==> src/hdl/tts_pkg.sv <==
// Shared types, codes and reset constants for the TFTP transfer sequencer.
package tts_pkg;

  // Event commands
  localparam logic [1:0] CMD_START = 2'd0;
  localparam logic [1:0] CMD_SEND  = 2'd1;
  localparam logic [1:0] CMD_RECV  = 2'd2;
  localparam logic [1:0] CMD_TIMER = 2'd3;

  // Send outcomes
  localparam logic [1:0] SEND_OK    = 2'd0;
  localparam logic [1:0] SEND_BLOCK = 2'd1;

  // Received packet kinds
  localparam logic [1:0] PKT_ACK   = 2'd0;
  localparam logic [1:0] PKT_DATA  = 2'd1;
  localparam logic [1:0] PKT_ERROR = 2'd2;
  localparam logic [1:0] PKT_BAD   = 2'd3;

  // Result actions
  localparam logic [2:0] ACT_NONE  = 3'd0;
  localparam logic [2:0] ACT_DATA  = 3'd1;
  localparam logic [2:0] ACT_ACK   = 3'd2;
  localparam logic [2:0] ACT_OACK  = 3'd3;
  localparam logic [2:0] ACT_ERROR = 3'd4;
  localparam logic [2:0] ACT_STORE = 3'd5;

  // Encoded phase values as seen on the result channel
  localparam logic [2:0] PHC_WAIT_ACK   = 3'd0;
  localparam logic [2:0] PHC_WAIT_DATA  = 3'd1;
  localparam logic [2:0] PHC_SEND_ACK   = 3'd2;
  localparam logic [2:0] PHC_SEND_DATA  = 3'd3;
  localparam logic [2:0] PHC_SEND_OACK  = 3'd4;
  localparam logic [2:0] PHC_SEND_ERROR = 3'd5;

  // Configuration register indexes
  localparam logic [1:0] REG_BLOCK_SIZE   = 2'd0;
  localparam logic [1:0] REG_TIMEOUT_SECS = 2'd1;
  localparam logic [1:0] REG_RETRY_LIMIT  = 2'd2;

  // Configuration reset values
  localparam logic [15:0] BLOCK_SIZE_RST   = 16'd512;
  localparam logic [7:0]  TIMEOUT_SECS_RST = 8'd2;
  localparam logic [3:0]  RETRY_LIMIT_RST  = 4'd3;

  // Error code used for protocol and file failures
  localparam logic [1:0] ERR_NOT_DEFINED = 2'd0;

  typedef enum logic [5:0] {
    PH_WAIT_ACK   = 6'b000001,
    PH_WAIT_DATA  = 6'b000010,
    PH_SEND_ACK   = 6'b000100,
    PH_SEND_DATA  = 6'b001000,
    PH_SEND_OACK  = 6'b010000,
    PH_SEND_ERROR = 6'b100000
  } phase_t;

  typedef struct packed {
    phase_t      phase;
    logic [15:0] block_count;
    logic [3:0]  retry_count;
    logic        last_block_seen;
    logic        block_prepared;
    logic        done_flag;
    logic        write_direction;
    logic [1:0]  pending_error;
  } state_t;

  typedef struct packed {
    logic [1:0]  cmd;
    logic        is_write;
    logic        has_options;
    logic [1:0]  start_error;
    logic [1:0]  send_status;
    logic [15:0] read_len;
    logic        file_failed;
    logic        at_end_of_file;
    logic [1:0]  packet_kind;
    logic [15:0] packet_block;
    logic [15:0] packet_len;
  } event_t;

  typedef struct packed {
    logic [15:0] block_size;
    logic [7:0]  timeout_seconds;
    logic [3:0]  retry_limit;
  } cfg_t;

  typedef struct packed {
    logic [2:0]  action;
    logic [15:0] cur_block;
    logic [1:0]  err_code;
    logic        pending_read;
    logic        timer_start;
    logic [7:0]  timer_seconds;
    logic        finished;
    logic        waiting_receive;
    logic        waiting_send;
    logic [2:0]  phase;
  } result_t;

  // Map the one-hot phase onto its external code
  function automatic logic [2:0] phase_code(input phase_t ph);
    logic [2:0] code;
    code = PHC_SEND_ERROR;
    case (ph)
      PH_WAIT_ACK:   code = PHC_WAIT_ACK;
      PH_WAIT_DATA:  code = PHC_WAIT_DATA;
      PH_SEND_ACK:   code = PHC_SEND_ACK;
      PH_SEND_DATA:  code = PHC_SEND_DATA;
      PH_SEND_OACK:  code = PHC_SEND_OACK;
      default:       code = PHC_SEND_ERROR;
    endcase
    return code;
  endfunction

endpackage

==> src/hdl/tts_step.sv <==
// Next-state and result logic for one sequencer event.
module tts_step (
  input  tts_pkg::state_t  st,
  input  tts_pkg::event_t  ev,
  input  tts_pkg::cfg_t    cfg,
  output tts_pkg::state_t  st_next,
  output tts_pkg::result_t res
);

  logic [2:0]  action;
  logic        arm;
  logic        sent;
  logic        failed;
  logic [15:0] prev_block;
  tts_pkg::state_t nx;

  assign sent       = (ev.send_status == tts_pkg::SEND_OK);
  assign failed     = ev.send_status[1];
  assign prev_block = st.block_count - 16'd1;

  // Advance the transfer state for this event
  always_comb begin
    nx     = st;
    action = tts_pkg::ACT_NONE;
    arm    = 1'b0;
    if (!st.done_flag) begin
      case (ev.cmd)
        tts_pkg::CMD_START: begin
          nx.write_direction = ev.is_write;
          nx.pending_error   = ev.start_error;
          nx.retry_count     = 4'd0;
          nx.last_block_seen = 1'b0;
          nx.block_prepared  = 1'b0;
          nx.block_count     = 16'd0;
          if (ev.start_error != tts_pkg::ERR_NOT_DEFINED) begin
            nx.phase = tts_pkg::PH_SEND_ERROR;
          end else if (ev.has_options) begin
            nx.phase = tts_pkg::PH_SEND_OACK;
          end else if (ev.is_write) begin
            nx.phase = tts_pkg::PH_SEND_ACK;
          end else begin
            nx.phase       = tts_pkg::PH_SEND_DATA;
            nx.block_count = 16'd1;
          end
        end
        tts_pkg::CMD_SEND: begin
          unique case (st.phase)
            tts_pkg::PH_SEND_DATA: begin
              if (!st.block_prepared && ev.file_failed) begin
                nx.pending_error = tts_pkg::ERR_NOT_DEFINED;
                nx.phase         = tts_pkg::PH_SEND_ERROR;
              end else begin
                // Fetch a fresh block; a short one is the last
                if (!st.block_prepared) begin
                  nx.block_prepared = 1'b1;
                  if (ev.read_len < cfg.block_size) begin
                    nx.last_block_seen = 1'b1;
                  end
                end
                if (sent) begin
                  action   = tts_pkg::ACT_DATA;
                  nx.phase = tts_pkg::PH_WAIT_ACK;
                  arm      = 1'b1;
                end else if (failed) begin
                  nx.pending_error = tts_pkg::ERR_NOT_DEFINED;
                  nx.phase         = tts_pkg::PH_SEND_ERROR;
                end
              end
            end
            tts_pkg::PH_SEND_ACK: begin
              if (sent) begin
                action = tts_pkg::ACT_ACK;
                if (st.last_block_seen) begin
                  nx.done_flag = 1'b1;
                end else begin
                  nx.block_count = st.block_count + 16'd1;
                  nx.phase       = tts_pkg::PH_WAIT_DATA;
                  arm            = 1'b1;
                end
              end else if (failed) begin
                nx.pending_error = tts_pkg::ERR_NOT_DEFINED;
                nx.phase         = tts_pkg::PH_SEND_ERROR;
              end
            end
            tts_pkg::PH_SEND_OACK: begin
              if (sent) begin
                action = tts_pkg::ACT_OACK;
                arm    = 1'b1;
                if (st.write_direction) begin
                  nx.block_count = 16'd1;
                  nx.phase       = tts_pkg::PH_WAIT_DATA;
                end else begin
                  nx.phase = tts_pkg::PH_WAIT_ACK;
                end
              end else if (failed) begin
                nx.done_flag = 1'b1;
              end
            end
            tts_pkg::PH_SEND_ERROR: begin
              if (sent) begin
                action       = tts_pkg::ACT_ERROR;
                nx.done_flag = 1'b1;
              end else if (failed) begin
                nx.done_flag = 1'b1;
              end
            end
            default: begin
              // Wait phases ignore send outcomes
            end
          endcase
        end
        tts_pkg::CMD_RECV: begin
          unique case (st.phase)
            tts_pkg::PH_WAIT_ACK: begin
              if (ev.packet_kind == tts_pkg::PKT_ACK) begin
                nx.retry_count = 4'd0;
                if (ev.packet_block == prev_block) begin
                  nx.phase = tts_pkg::PH_SEND_DATA;
                end else if (ev.packet_block == st.block_count) begin
                  if (st.last_block_seen) begin
                    nx.done_flag = 1'b1;
                  end else begin
                    nx.block_prepared = 1'b0;
                    nx.phase          = tts_pkg::PH_SEND_DATA;
                    nx.block_count    = st.block_count + 16'd1;
                  end
                end else begin
                  nx.pending_error = tts_pkg::ERR_NOT_DEFINED;
                  nx.phase         = tts_pkg::PH_SEND_ERROR;
                end
              end else if (ev.packet_kind == tts_pkg::PKT_ERROR) begin
                nx.done_flag = 1'b1;
              end
            end
            tts_pkg::PH_WAIT_DATA: begin
              if (ev.packet_kind == tts_pkg::PKT_DATA) begin
                nx.retry_count = 4'd0;
                if (ev.packet_block == prev_block) begin
                  nx.block_count = prev_block;
                  nx.phase       = tts_pkg::PH_SEND_ACK;
                end else if (ev.packet_block == st.block_count) begin
                  action = tts_pkg::ACT_STORE;
                  if (ev.file_failed) begin
                    nx.pending_error = tts_pkg::ERR_NOT_DEFINED;
                    nx.phase         = tts_pkg::PH_SEND_ERROR;
                  end else begin
                    if (ev.packet_len < cfg.block_size) begin
                      nx.last_block_seen = 1'b1;
                    end
                    nx.phase = tts_pkg::PH_SEND_ACK;
                  end
                end else begin
                  nx.pending_error = tts_pkg::ERR_NOT_DEFINED;
                  nx.phase         = tts_pkg::PH_SEND_ERROR;
                end
              end else if (ev.packet_kind == tts_pkg::PKT_ERROR) begin
                nx.done_flag = 1'b1;
              end
            end
            default: begin
              // Send phases ignore received packets
            end
          endcase
        end
        default: begin
          // Timer expiry: retransmit until the retry budget runs out
          if (st.phase == tts_pkg::PH_WAIT_ACK || st.phase == tts_pkg::PH_WAIT_DATA) begin
            if (st.retry_count >= cfg.retry_limit) begin
              nx.done_flag = 1'b1;
            end else begin
              nx.retry_count = st.retry_count + 4'd1;
              if (st.phase == tts_pkg::PH_WAIT_ACK) begin
                nx.phase = tts_pkg::PH_SEND_DATA;
              end else begin
                nx.phase       = tts_pkg::PH_SEND_ACK;
                nx.block_count = prev_block;
              end
            end
          end
        end
      endcase
    end
  end

  assign st_next = nx;

  // Build the result from the updated state
  always_comb begin
    res.action          = action;
    res.cur_block       = nx.block_count;
    res.err_code        = nx.pending_error;
    res.pending_read    = (nx.phase == tts_pkg::PH_SEND_DATA) && !nx.block_prepared;
    res.timer_start     = arm;
    res.timer_seconds   = (cfg.timeout_seconds == 8'd0) ? 8'd1 : cfg.timeout_seconds;
    res.finished        = nx.done_flag;
    res.waiting_receive = (nx.phase == tts_pkg::PH_WAIT_ACK) ||
                          (nx.phase == tts_pkg::PH_WAIT_DATA);
    res.waiting_send    = !res.waiting_receive;
    res.phase           = tts_pkg::phase_code(nx.phase);
  end

endmodule

==> src/hdl/tftp_transfer_sequencer.sv <==
// Top level of the server-side lockstep TFTP transfer sequencer.
//
// Events enter on the evt channel (evt_valid / evt_stall) and one result per
// event leaves on the res channel (res_valid / res_stall). A transfer happens
// on a clock edge with valid high and stall low.
// The event is captured in an input register; the next-state logic then
// updates the transfer state and the result register from it. One event is
// accepted every cycle while results are taken; the state loop closes
// through the combinational next-state logic alone.
// When the receiver stalls, the held result stays put, the input register
// keeps one more event, and evt_stall rises only once both are full.
// Write configuration registers through cfg_we / cfg_index / cfg_data while
// the block is idle; the block itself leaves this to the user. An index past
// the last register is ignored. Synchronous reset empties both registers,
// restores the configuration defaults and puts the transfer in the
// send-error phase with no block. Once a transfer has finished, every later
// event leaves the state unchanged and reports no action until reset.
module tftp_transfer_sequencer (
  input  logic        clk,
  input  logic        rst,
  // configuration
  input  logic        cfg_we,
  input  logic [1:0]  cfg_index,
  input  logic [15:0] cfg_data,
  // event channel
  input  logic        evt_valid,
  output logic        evt_stall,
  input  logic [1:0]  cmd,
  input  logic        is_write,
  input  logic        has_options,
  input  logic [1:0]  start_error,
  input  logic [1:0]  send_status,
  input  logic [15:0] read_len,
  input  logic        file_failed,
  input  logic        at_end_of_file,
  input  logic [1:0]  packet_kind,
  input  logic [15:0] packet_block,
  input  logic [15:0] packet_len,
  // result channel
  output logic        res_valid,
  input  logic        res_stall,
  output logic [2:0]  action,
  output logic [15:0] cur_block,
  output logic [1:0]  err_code,
  output logic        pending_read,
  output logic        timer_start,
  output logic [7:0]  timer_seconds,
  output logic        finished,
  output logic        waiting_receive,
  output logic        waiting_send,
  output logic [2:0]  phase
);

  tts_pkg::cfg_t    cfg;
  tts_pkg::state_t  st;
  tts_pkg::state_t  st_next;
  tts_pkg::event_t  evt_q;
  tts_pkg::result_t res_next;
  tts_pkg::result_t res_q;
  logic             evt_q_valid;
  logic             advance;

  // Write configuration registers
  always_ff @(posedge clk) begin
    if (rst) begin
      cfg.block_size      <= tts_pkg::BLOCK_SIZE_RST;
      cfg.timeout_seconds <= tts_pkg::TIMEOUT_SECS_RST;
      cfg.retry_limit     <= tts_pkg::RETRY_LIMIT_RST;
    end else if (cfg_we) begin
      unique case (cfg_index)
        tts_pkg::REG_BLOCK_SIZE:   cfg.block_size      <= cfg_data;
        tts_pkg::REG_TIMEOUT_SECS: cfg.timeout_seconds <= cfg_data[7:0];
        tts_pkg::REG_RETRY_LIMIT:  cfg.retry_limit     <= cfg_data[3:0];
        default: begin
          // no register at this index
        end
      endcase
    end
  end

  // Result register can take a new value when empty or being drained
  assign advance   = !res_valid || !res_stall;
  assign evt_stall = evt_q_valid && !advance;

  // Capture the event
  always_ff @(posedge clk) begin
    if (rst) begin
      evt_q_valid <= 1'b0;
    end else if (!evt_stall) begin
      evt_q_valid <= evt_valid;
    end
  end

  always_ff @(posedge clk) begin
    if (evt_valid && !evt_stall) begin
      evt_q <= '{cmd: cmd, is_write: is_write, has_options: has_options,
                 start_error: start_error, send_status: send_status,
                 read_len: read_len, file_failed: file_failed,
                 at_end_of_file: at_end_of_file, packet_kind: packet_kind,
                 packet_block: packet_block, packet_len: packet_len};
    end
  end

  tts_step u_step (
    .st      (st),
    .ev      (evt_q),
    .cfg     (cfg),
    .st_next (st_next),
    .res     (res_next)
  );

  // Commit state and result together when the event moves on
  always_ff @(posedge clk) begin
    if (rst) begin
      st.phase           <= tts_pkg::PH_SEND_ERROR;
      st.block_count     <= 16'd0;
      st.retry_count     <= 4'd0;
      st.last_block_seen <= 1'b0;
      st.block_prepared  <= 1'b0;
      st.done_flag       <= 1'b0;
      st.write_direction <= 1'b0;
      st.pending_error   <= tts_pkg::ERR_NOT_DEFINED;
      res_valid          <= 1'b0;
    end else if (advance) begin
      res_valid <= evt_q_valid;
      if (evt_q_valid) begin
        st <= st_next;
      end
    end
  end

  always_ff @(posedge clk) begin
    if (advance && evt_q_valid) begin
      res_q <= res_next;
    end
  end

  // Drive the result fields
  assign action          = res_q.action;
  assign cur_block       = res_q.cur_block;
  assign err_code        = res_q.err_code;
  assign pending_read    = res_q.pending_read;
  assign timer_start     = res_q.timer_start;
  assign timer_seconds   = res_q.timer_seconds;
  assign finished        = res_q.finished;
  assign waiting_receive = res_q.waiting_receive;
  assign waiting_send    = res_q.waiting_send;
  assign phase           = res_q.phase;

endmodule

==> config.mk <==
export PLATFORM = sky130hd
export DESIGN_NAME = tftp_transfer_sequencer
export DESIGN_NICKNAME = d
export VERILOG_FILES = /design/src/hdl/tts_pkg.sv /design/src/hdl/tts_step.sv /design/src/hdl/tftp_transfer_sequencer.sv
export SDC_FILE = /design/constraint.sdc
export NUM_CORES = 1
export LEC_CHECK = 0
export BUFFER_PORTS_ARGS = -buffer_cell sky130_fd_sc_hd__buf_2
export CAP_MARGIN = 20
export CORE_AREA = 8 8 215 196
export CTS_CLUSTER_SIZE = 28
export DETAILED_ROUTE_END_ITERATION = 12
export DIE_AREA = 0 0 223 204
export GPL_TIMING_DRIVEN = 1
export PLACE_DENSITY = 0.37
export SLEW_MARGIN = 0
export SYNTH_ARGS = -nofsm -noshare
export SYNTH_HDL_FRONTEND = slang
export SYNTH_SLANG_ARGS = --single-unit
==> constraint.sdc <==
create_clock -name clk -period 7.5 [get_ports clk]
set_input_delay 0.75 -clock clk [delete_from_list [all_inputs] [get_ports clk]]
set_output_delay 0.75 -clock clk [all_outputs]
set_load 0.01 [all_outputs]
Yosys cells after proc, flatten, opt, wreduce, memory -nomap -nowiden
Index checks and enable logic that the tools add are counted.
{"block": "word_totals", "register_bits": 158, "output_inout_bits": 39, "in_bits": 83}
{"block": "classes", "bitwise_logic": 2, "n_addsub": 3, "n_lt_le_gt_ge": 3, "muxes": 95, "n_eq_ne": 33, "n_reduce_logical": 31}
{"op": "$mux W16", "count": 8}
{"op": "$mux W26", "count": 3}
{"op": "$mux W22", "count": 3}
{"op": "$mux W6", "count": 11}
{"op": "$pmux W22 S3", "count": 1}
{"op": "$pmux W26 S2", "count": 1}
{"op": "$mux W2", "count": 18}
{"op": "$eq A16 B16 Y1", "count": 2}
{"op": "$lt A16 B16 Y1", "count": 2}
{"op": "$mux W32", "count": 1}
{"op": "$pmux W16 S2", "count": 1}
{"op": "$mux W27", "count": 1}
{"op": "$mux W1", "count": 26}
{"op": "$mux W3", "count": 6}
{"op": "$pmux W6 S3", "count": 1}
{"op": "$add A16 B1 Y16 const B", "count": 1}
{"op": "$sub A16 B1 Y16 const B", "count": 1}
{"op": "$pmux W3 S5", "count": 1}
{"op": "$reduce_and A14 Y1", "count": 1}
{"op": "$eq A6 B1 Y1 const B", "count": 2}
{"op": "$eq A6 B2 Y1 const B", "count": 2}
{"op": "$eq A6 B3 Y1 const B", "count": 2}
{"op": "$eq A6 B4 Y1 const B", "count": 2}
{"op": "$eq A6 B5 Y1 const B", "count": 2}
{"op": "other kinds (30)", "count": 68}

Depth between registers and ports, before layout
Gate-level depths: netlist (run 1).
{"block": "depth", "ltp_word": 12, "ltp_mapped": 14, "depth_no_buf": 11}

By module
From an unflattened synthesis (run 1), not the netlist that was laid out.
{"block": "unflattened", "hier_cells": 1065, "hier_area_um2": 9988.3}
{"mod": "tftp_transfer_sequencer", "seq_area_each_um2": 4154.0, "instances": 1, "cells_per_inst": 360, "area_each_um2": 5591.6}
{"mod": "tts_step", "seq_area_each_um2": 0.0, "instances": 1, "cells_per_inst": 705, "area_each_um2": 4396.7}

Worst setup path after synthesis (run 1)
OpenSTA, ideal clock, no wires.
{"block": "synth_timing", "path_kind": "input port to flip-flop", "start": "in res_stall", "end": "reg evt_q[0] in the netlist's numbering (enable)", "required_ps": 7017, "setup_time_ps": 483, "slack_ps": 3398, "cell_stages": 2, "path_buffers": 0, "arrival_ps": 3619, "path_cell_list": "and3_1 -> nor2b_1"}
{"block": "synth_via", "elab_chain_cells": 6}
{"element": "start, declared", "line": "tftp_transfer_sequencer.sv:41", "source": "input logic res_stall,"}
{"element": "$logic_not A1 Y1", "line": "tftp_transfer_sequencer.sv:82", "source": "assign advance = !res_valid || !res_stall;"}
{"element": "$logic_or A1 B1 Y1", "line": "tftp_transfer_sequencer.sv:82"}
{"element": "$logic_not A1 Y1", "line": "tftp_transfer_sequencer.sv:83", "source": "assign evt_stall = evt_q_valid && !advance;"}
{"element": "$logic_and A1 B1 Y1", "line": "tftp_transfer_sequencer.sv:83"}
{"element": "$logic_not A1 Y1", "line": "tftp_transfer_sequencer.sv:95", "source": "if (evt_valid && !evt_stall) begin"}
{"element": "$logic_and A1 B1 Y1", "line": "tftp_transfer_sequencer.sv:95"}
{"element": "end signal, assigned", "line": "tftp_transfer_sequencer.sv:96", "source": "evt_q <= '{cmd: cmd, is_write: is_write, has_options: has_options,"}
{"element": "end, declared", "line": "tftp_transfer_sequencer.sv:57", "source": "tts_pkg::event_t evt_q;"}
No other way between the ends.
A chain may end at the register's enable or synchronous reset.

==> results of run 1 <==
-- through the flow --
step | total power (uW) | hold WS (ps) | cell area (sq um) | cells | utilization (%)
floorplan | 1190 | 436 | 9470 | 1026 | -
global placement | 1290 | 447 | 10500 | 1588 | 27.1
detailed placement | 1300 | 448 | 10500 | 1588 | 27.1
CTS | 2220 | 435 | 11100 | 1620 | 28.6
global route | 2280 | 440 | 11100 | 1621 | 28.6
finish | 2170 | 461 | 11100 | 1621 | 28.6
-- cells by family (layout without fill, tap and decap cells) --
family                     Yosys count  count (layout)  share of synthesized area [%]
and+or+nand+nor                    377             377                           20.7
AOI/OAI and AO/OA                  285             285                           20.4
DFF                                158             158                           43.5
buffers and inverters              114             212                           4.91
adders and majority gates           41              41                           5.42
xor gates and xnor gates            36              36                           3.41
muxes                               15              15                           1.60
-- power groups by stage --
stage | clock (uW) | sequential, uW | combinational [uW]
final | 895 | 994 | 280
after global routing | 963 | 1000 | 312
after CTS | 939 | 995 | 283
after detailed placement | 0 | 1010 | 281
after global placement | 0 | 1010 | 280
after floorplan | 0 | 1000 | 183
-- cell usage after synthesis, drive strengths merged, types with 9 or more instances --
master,n
clkbuf,57
xor2,13
edfxtp,96
nand2b,15
buf,12
o21a,11
xnor2,23
and3,13
a21o,14
nand4,17
inv,42
nand3,30
mux2i,14
a21oi,80
nor2b,9
nor2,96
nand2,102
dfxtp,62
nor3b,12
a211oi,15
nor3,28
a31oi,15
o21ai,63
ha,41
nor4,10
and2,11
-- final timing paths --
check                           startpoint              end
worst min register to register     cfg[14]          cfg[14]
worst min-delay path               cfg[14]          cfg[14]
worst max register to register      st[21]  waiting_receive
worst max-delay path                st[21]  waiting_receive
-- worst register-to-register path, cell delays in order (launching register included) --
cell	delay, ps
dfxtp_1	720
xor2_1	190
or3_1	410
nor4_1	720
nand3_1	810
nor2_1	690
a211oi_1	100
o22a_2	290
nor3b_1	200
and2_1	170
-- cell type report --
class                   count  area (sq um)  share of cell area, %
multi-input cells         754          4890                   44.1
flip-flops and latches    158          4120                   37.1
repair buffers            135           717                   6.46
well taps                 497           622                   5.60
clock buffers              20           458                   4.12
inverters                  45           169                   1.52
clock inverters            12           120                   1.08
-- per-layer routing --
layer	GRT usage, %	routed length [microns]	vias up
li1	-	-	3955
met1	21.1	17000	3856
met2	22.2	14500	244
met3	3.46	1900	40
met4	4.11	506	2
met5	0	13	-
-- flip-flops by register name, indices dropped and copies added, names as in the netlist, 2 cells and up --
| register | cells |
|---|---|
| action | 3 |
| st | 32 |
| phase | 3 |
| cfg | 28 |
| cur_block | 16 |
| err_code | 2 |
| evt_q | 59 |
| timer_seconds | 8 |
==> impl_metrics.yaml, run 1 <==
synthesis:
  synth-seq-area-share_pct: 43.5
  yosysTopAreaCell: "edfxtp_1"
  ys_types: 92
  synth_fp_nets: 1150
  synth_area_leaders: "edfxtp_1, dfxtp_1, ha_1, a21oi_1, nand2_1"
  synth.avg_cell_area_sq_um: 9.23
  ys_warn_count: 0
  synthCells: 1026
  synth-main-ff-cell: "edfxtp_1"
  ys_ff_latch: 158
  syn_area_sq_um: 9470
  async_flop_share_pct: 0
  yosys.area.top_type_share_pct: 30.4
  synth-edff-count: 96
final_layout:
  fillers: 4082
  nNetsFinal: 1235
  area_growth_pct: 17.2
  final_common_cell: "buf_2"
  layout_common_cells: "buf_2, nand2_1, edfxtp_1"
  drive_above_1_share_pct: 18.1
  n_antenna_cell: 0
sta:
  rsz0062_at_grt: "false"
  tightest_slew_ps: 924
  min_period_ps: 4550
  setup_violations: 0
  slew_headroom_pct: 38.4
  fin_setup_tns_ps: 0
  hold_viol: 0
  period_share_pct: 60.7
  slew_violations: 0
  setup_ws_ps: 2950
  fmax_ghz: 0.220
  skew_ps: 17.1
drt:
  via_count: 8097
  first_iter_violations: 614
  drtAntennaViolNets: 0
  wl_mm: 33.9
  drt-wirelength-per-cell_microns: 20.9
  dr.pass1.iters: 5
  drc: 0
  viasPerCell: 5.00
critical_path:
  cp_max_fo: 17
  cp_top_family: "simple AND/OR/NAND/NOR gates"
  slowest_stage: "nand3_1"
  required_ps: 7690
  arrival_ps: 4750
  cp.depth: 9
  path_cells: "xor2_1 -> or3_1 -> nor4_1 -> nand3_1 -> nor2_1 -> a211oi_1 -> o22a_2 -> nor3b_1 -> and2_1"
  r2r_slack_ps: 2950
  crit_path_max_incr_delay_ps: 810
  criticalPathCategory: "register to register"
  start_kind: "register"
  r2r_cells: 9
  path_buf_inv: 0
  worst_setup_path_end_kind: "register"
clock_network:
  numCtsBuffers: 17
  clk_latency_ps: 450
  post_cts_buffers: 0
  cts-root-buf: "clkbuf_16"
  cts_resized: 0
  hold_buffers: 0
  path_clk_slew_ps: 70
  cts_htree_levels: 4
  tritoncts: "yes"
  cts_buffer_depth: 2
  cts.sinks: 158
global_routing:
  gr-total-overflow: 0
  grt_pass1_wl_mm: 51.7
  antenna_found_initial: 1
  grt_max_degree: 60
  grt_usage_pct: 14.8
  grt_pass1_vias: 8216
status:
  status: "complete, no violations"
power_and_ir_drop:
  vdd_drop_max_uv: 139
  seq_power_share_pct: 45.8
  pwr-share-comb_pct: 12.9
  cell_internal_pwr_uw: 1550
  swShare_pct: 28.3
  p_sw_uw: 614
  powerDensity_nw_per_um2: 195
  cellLeakagePower_uw: 0.00414
  pwr-share-clk_pct: 41.3
floorplanning:
  die_y_microns: 204
  fp-row-count: 69
  core_sq_um: 38800
  die_area_sq_um: 45500
  die-width_microns: 223
  pin_count: 122
  initial_core_util_pct: 24.4
place:
  place_congestion: 0.818
  portBuffers: 120
  dpl.hpwl_mm: 24.3
  place_ws_ps: 3050
worst_hold_path:
  hold_depth: 2
  worstHoldPathType: "register to register"
run:
  max_cap_viol_count: 0
Power figures use the tool's default switching activity.
==> inputs of run 2 (changes only) <==
--- a/config.mk
+++ b/config.mk
@@ -5,14 +5,15 @@
 export SDC_FILE = /design/constraint.sdc
 export NUM_CORES = 1
 export LEC_CHECK = 0
+export ABC_AREA = 1
 export BUFFER_PORTS_ARGS = -buffer_cell sky130_fd_sc_hd__buf_2
 export CAP_MARGIN = 20
-export CORE_AREA = 8 8 215 196
+export CORE_AREA = 8 8 223 203
 export CTS_CLUSTER_SIZE = 28
 export DETAILED_ROUTE_END_ITERATION = 12
-export DIE_AREA = 0 0 223 204
+export DIE_AREA = 0 0 231 211
 export GPL_TIMING_DRIVEN = 1
-export PLACE_DENSITY = 0.37
+export PLACE_DENSITY = 0.38
 export SLEW_MARGIN = 0
 export SYNTH_ARGS = -nofsm -noshare
 export SYNTH_HDL_FRONTEND = slang
==> constraint.sdc (replaced) <==
create_clock -name clk -period 3.91 [get_ports clk]
set_input_delay 0.391 -clock clk [delete_from_list [all_inputs] [get_ports clk]]
set_output_delay 0.391 -clock clk [all_outputs]
set_load 0.01 [all_outputs]
==> run 2 against run 1 <==
Effect of this change: power is 110% higher; first-iteration DRC count is 11% higher; synthesized cell count is 31% higher; die area is 7.1% higher; critical endpoint is now phase[0].
==> impl_metrics.yaml, run 2 <==
global_routing:
  grt_pass1_wl_mm: 58.0
  grt_usage_pct: 15.5
  gr-total-overflow: 0
  grt_max_degree: 60
  antenna_found_initial: 0
  grt_pass1_vias: 9450
worst_hold_path:
  worstHoldPathType: "primary input to register"
  worstHoldStart: "packet_block[7]"
  hold_end: "evt_q[23]"
  hold_depth: 1
final_layout:
  final_common_cell: "nand2_1"
  nNetsFinal: 1583
  layout_common_cells: "nand2_1, inv_1, buf_2"
  area_growth_pct: 18.8
  largest_reg_flops: 59
  fillers: 4558
  largest_registers: "evt_q (59), st (32), cfg (28)"
  n_antenna_cell: 0
  drive_above_1_share_pct: 16.8
  post-route-util_pct: 29.3
  regMostFlops: "evt_q"
clock_network:
  clk_latency_ps: 470
  post_cts_buffers: 0
  cts.sinks: 158
  cts_buffer_depth: 2
  path_clk_slew_ps: 80
  hold_buffers: 0
  cts_htree_levels: 4
  numCtsBuffers: 17
  cts_resized: 0
  tritoncts: "yes"
  cts-root-buf: "clkbuf_16"
floorplanning:
  die_y_microns: 211
  initial_core_util_pct: 24.7
  pin_count: 122
  core_sq_um: 41400
  die_area_sq_um: 48700
  fp-row-count: 71
  die-width_microns: 231
critical_path:
  arrival_ps: 3480
  path_cells: "inv_1 -> ha_1 -> a21o_1 -> a31oi_1 -> nand2_1 -> nor2_2 -> inv_1 -> nor2_2 -> inv_1 -> o21ai_0 -> a21oi_1 -> nor2_1 -> nand3_2 -> nand3_1 -> nand2_1"
  required_ps: 4130
  r2r_slack_ps: 640
  worstReg2RegEnd: "phase[0]"
  criticalPathCategory: "register to register"
  cp_max_fo: 8
  crit_path_max_incr_delay_ps: 320
  worst_setup_path_end_kind: "register"
  regToRegStartpoint: "cfg[3]"
  start_kind: "register"
  crit_top_cell: "inv_1"
  slowest_stage: "ha_1"
  r2r_cells: 15
sta:
  fmax_ghz: 0.306
  slew_violations: 0
  fin_setup_tns_ps: 0
  fin_hold_ws_ps: 93.1
  hold_viol: 0
  rsz0062_at_grt: "false"
  tightest_slew_ps: 883
  slew_headroom_pct: 41.1
  period_share_pct: 83.6
  setup_violations: 0
  skew_ps: 17.8
  min_period_ps: 3270
synthesis:
  ys_types: 51
  async_flop_share_pct: 0
  synth.avg_cell_area_sq_um: 7.61
  synth-seq-area-share_pct: 40.4
  yosysTopAreaCell: "edfxtp_1"
  synth-main-ff-cell: "edfxtp_1"
  yosysMostFrequentCell: "nand2_1"
  synth_fp_nets: 1467
  synth_area_leaders: "edfxtp_1, dfxtp_1, nand2_1, nand3_1, inv_1"
  yosys-top-cells-count: "nand2_1, inv_1, nand3_1"
  synthCells: 1343
  syn_area_sq_um: 10200
  synth-edff-count: 96
  yosys.area.top_type_share_pct: 28.2
  ys_ff_latch: 158
  ys_warn_count: 0
power_and_ir_drop:
  powerDensity_nw_per_um2: 382
  vdd_drop_max_uv: 343
  cellLeakagePower_uw: 0.00537
  fin_total_pwr_uw: 4640
drt:
  drc: 0
  via_count: 9546
  wl_mm: 37.6
  drtAntennaViolNets: 0
  drt-wirelength-per-cell_microns: 18.6
  dr.pass1.iters: 5
  first_iter_violations: 683
  viasPerCell: 4.73
place:
  place_congestion: 0.847
  portBuffers: 120
  dpl.hpwl_mm: 28.1
status:
  status: "complete, no violations"
run:
  max_cap_viol_count: 0
-- run 2: cell types whose count changed in the layout (fill, tap and decap cells not counted), moves of 20 or more --
cell	change
a21oi_1	+20
buf_4	+26
nand2_1	+216
o21ai_0	+32
inv_1	+102
nand3_1	+81
-- run 2: worst max-delay path by stage --
stage / depth (start not counted) / end / slack [ps] / from
after detailed placement: 15 / phase[0] / 680 / cfg[3]
after CTS: 15 / phase[0] / 660 / cfg[3]
after global routing: 15 / phase[0] / 320 / cfg[3]
final: 15 / phase[0] / 640 / cfg[3]
after global placement: 15 / phase[0] / 680 / cfg[3]
after floorplan: 23 / phase[0] / 1210 / st[10]
-- run 2: cell type report --
cell class / count / area (sq um) / area share, %
Inverter: 166 / 627 / 5.17
Clock buffer: 17 / 425 / 3.51
Sequential cell: 158 / 4120 / 34.0
Tap cell: 547 / 684 / 5.64
Timing Repair Buffer: 161 / 928 / 7.65
Clock inverter: 15 / 188 / 1.55
Multi-Input combinational cell: 955 / 5160 / 42.5
-- run 2: per-stage QoR --
step / worst slack (ps) / cells / cell area [sq um]
floorplan: 1210 / 1343 / 10200
global route: 324 / 2019 / 12100
CTS: 662 / 2019 / 12100
finish: 642 / 2019 / 12100
global placement: 683 / 1986 / 11500
detailed placement: 676 / 1987 / 11500
-- run 2: logic make-up after synthesis --
family	Yosys count	synth area share, %
and+or+nand+nor	606	27.1
adders and majority gates	41	5.02
DFF	158	40.4
AOI/OAI and AO/OA	269	15.0
buffers and inverters	230	9.22
xor gates and xnor gates	39	3.34
-- run 2: metal layers --
layer  wire length (microns)  vias to the layer above  GRT usage (%)
li1                        -                     4770              -
met1                   18400                     4451           21.4
met2                   16500                      276           24.1
met3                    1850                       49           3.09
met4                     872                        0           5.15
met5                       0                        -              0
-- run 2: power by group --
part / internal [uW] / switching (uW)
Combinational: 303 / 634
Sequential: 1870 / 67.7
Clock: 922 / 843
Total: 3090 / 1540
-- run 2: critical path: cells and delay by family, from the launching register on --
| kind | cells | cell delay (ps) |
|---|---|---|
| compound gates | 4 | 730 |
| fa+ha+maj | 1 | 320 |
| buf+inv | 3 | 460 |
| flops | 1 | 310 |
| simple gates | 7 | 1190 |
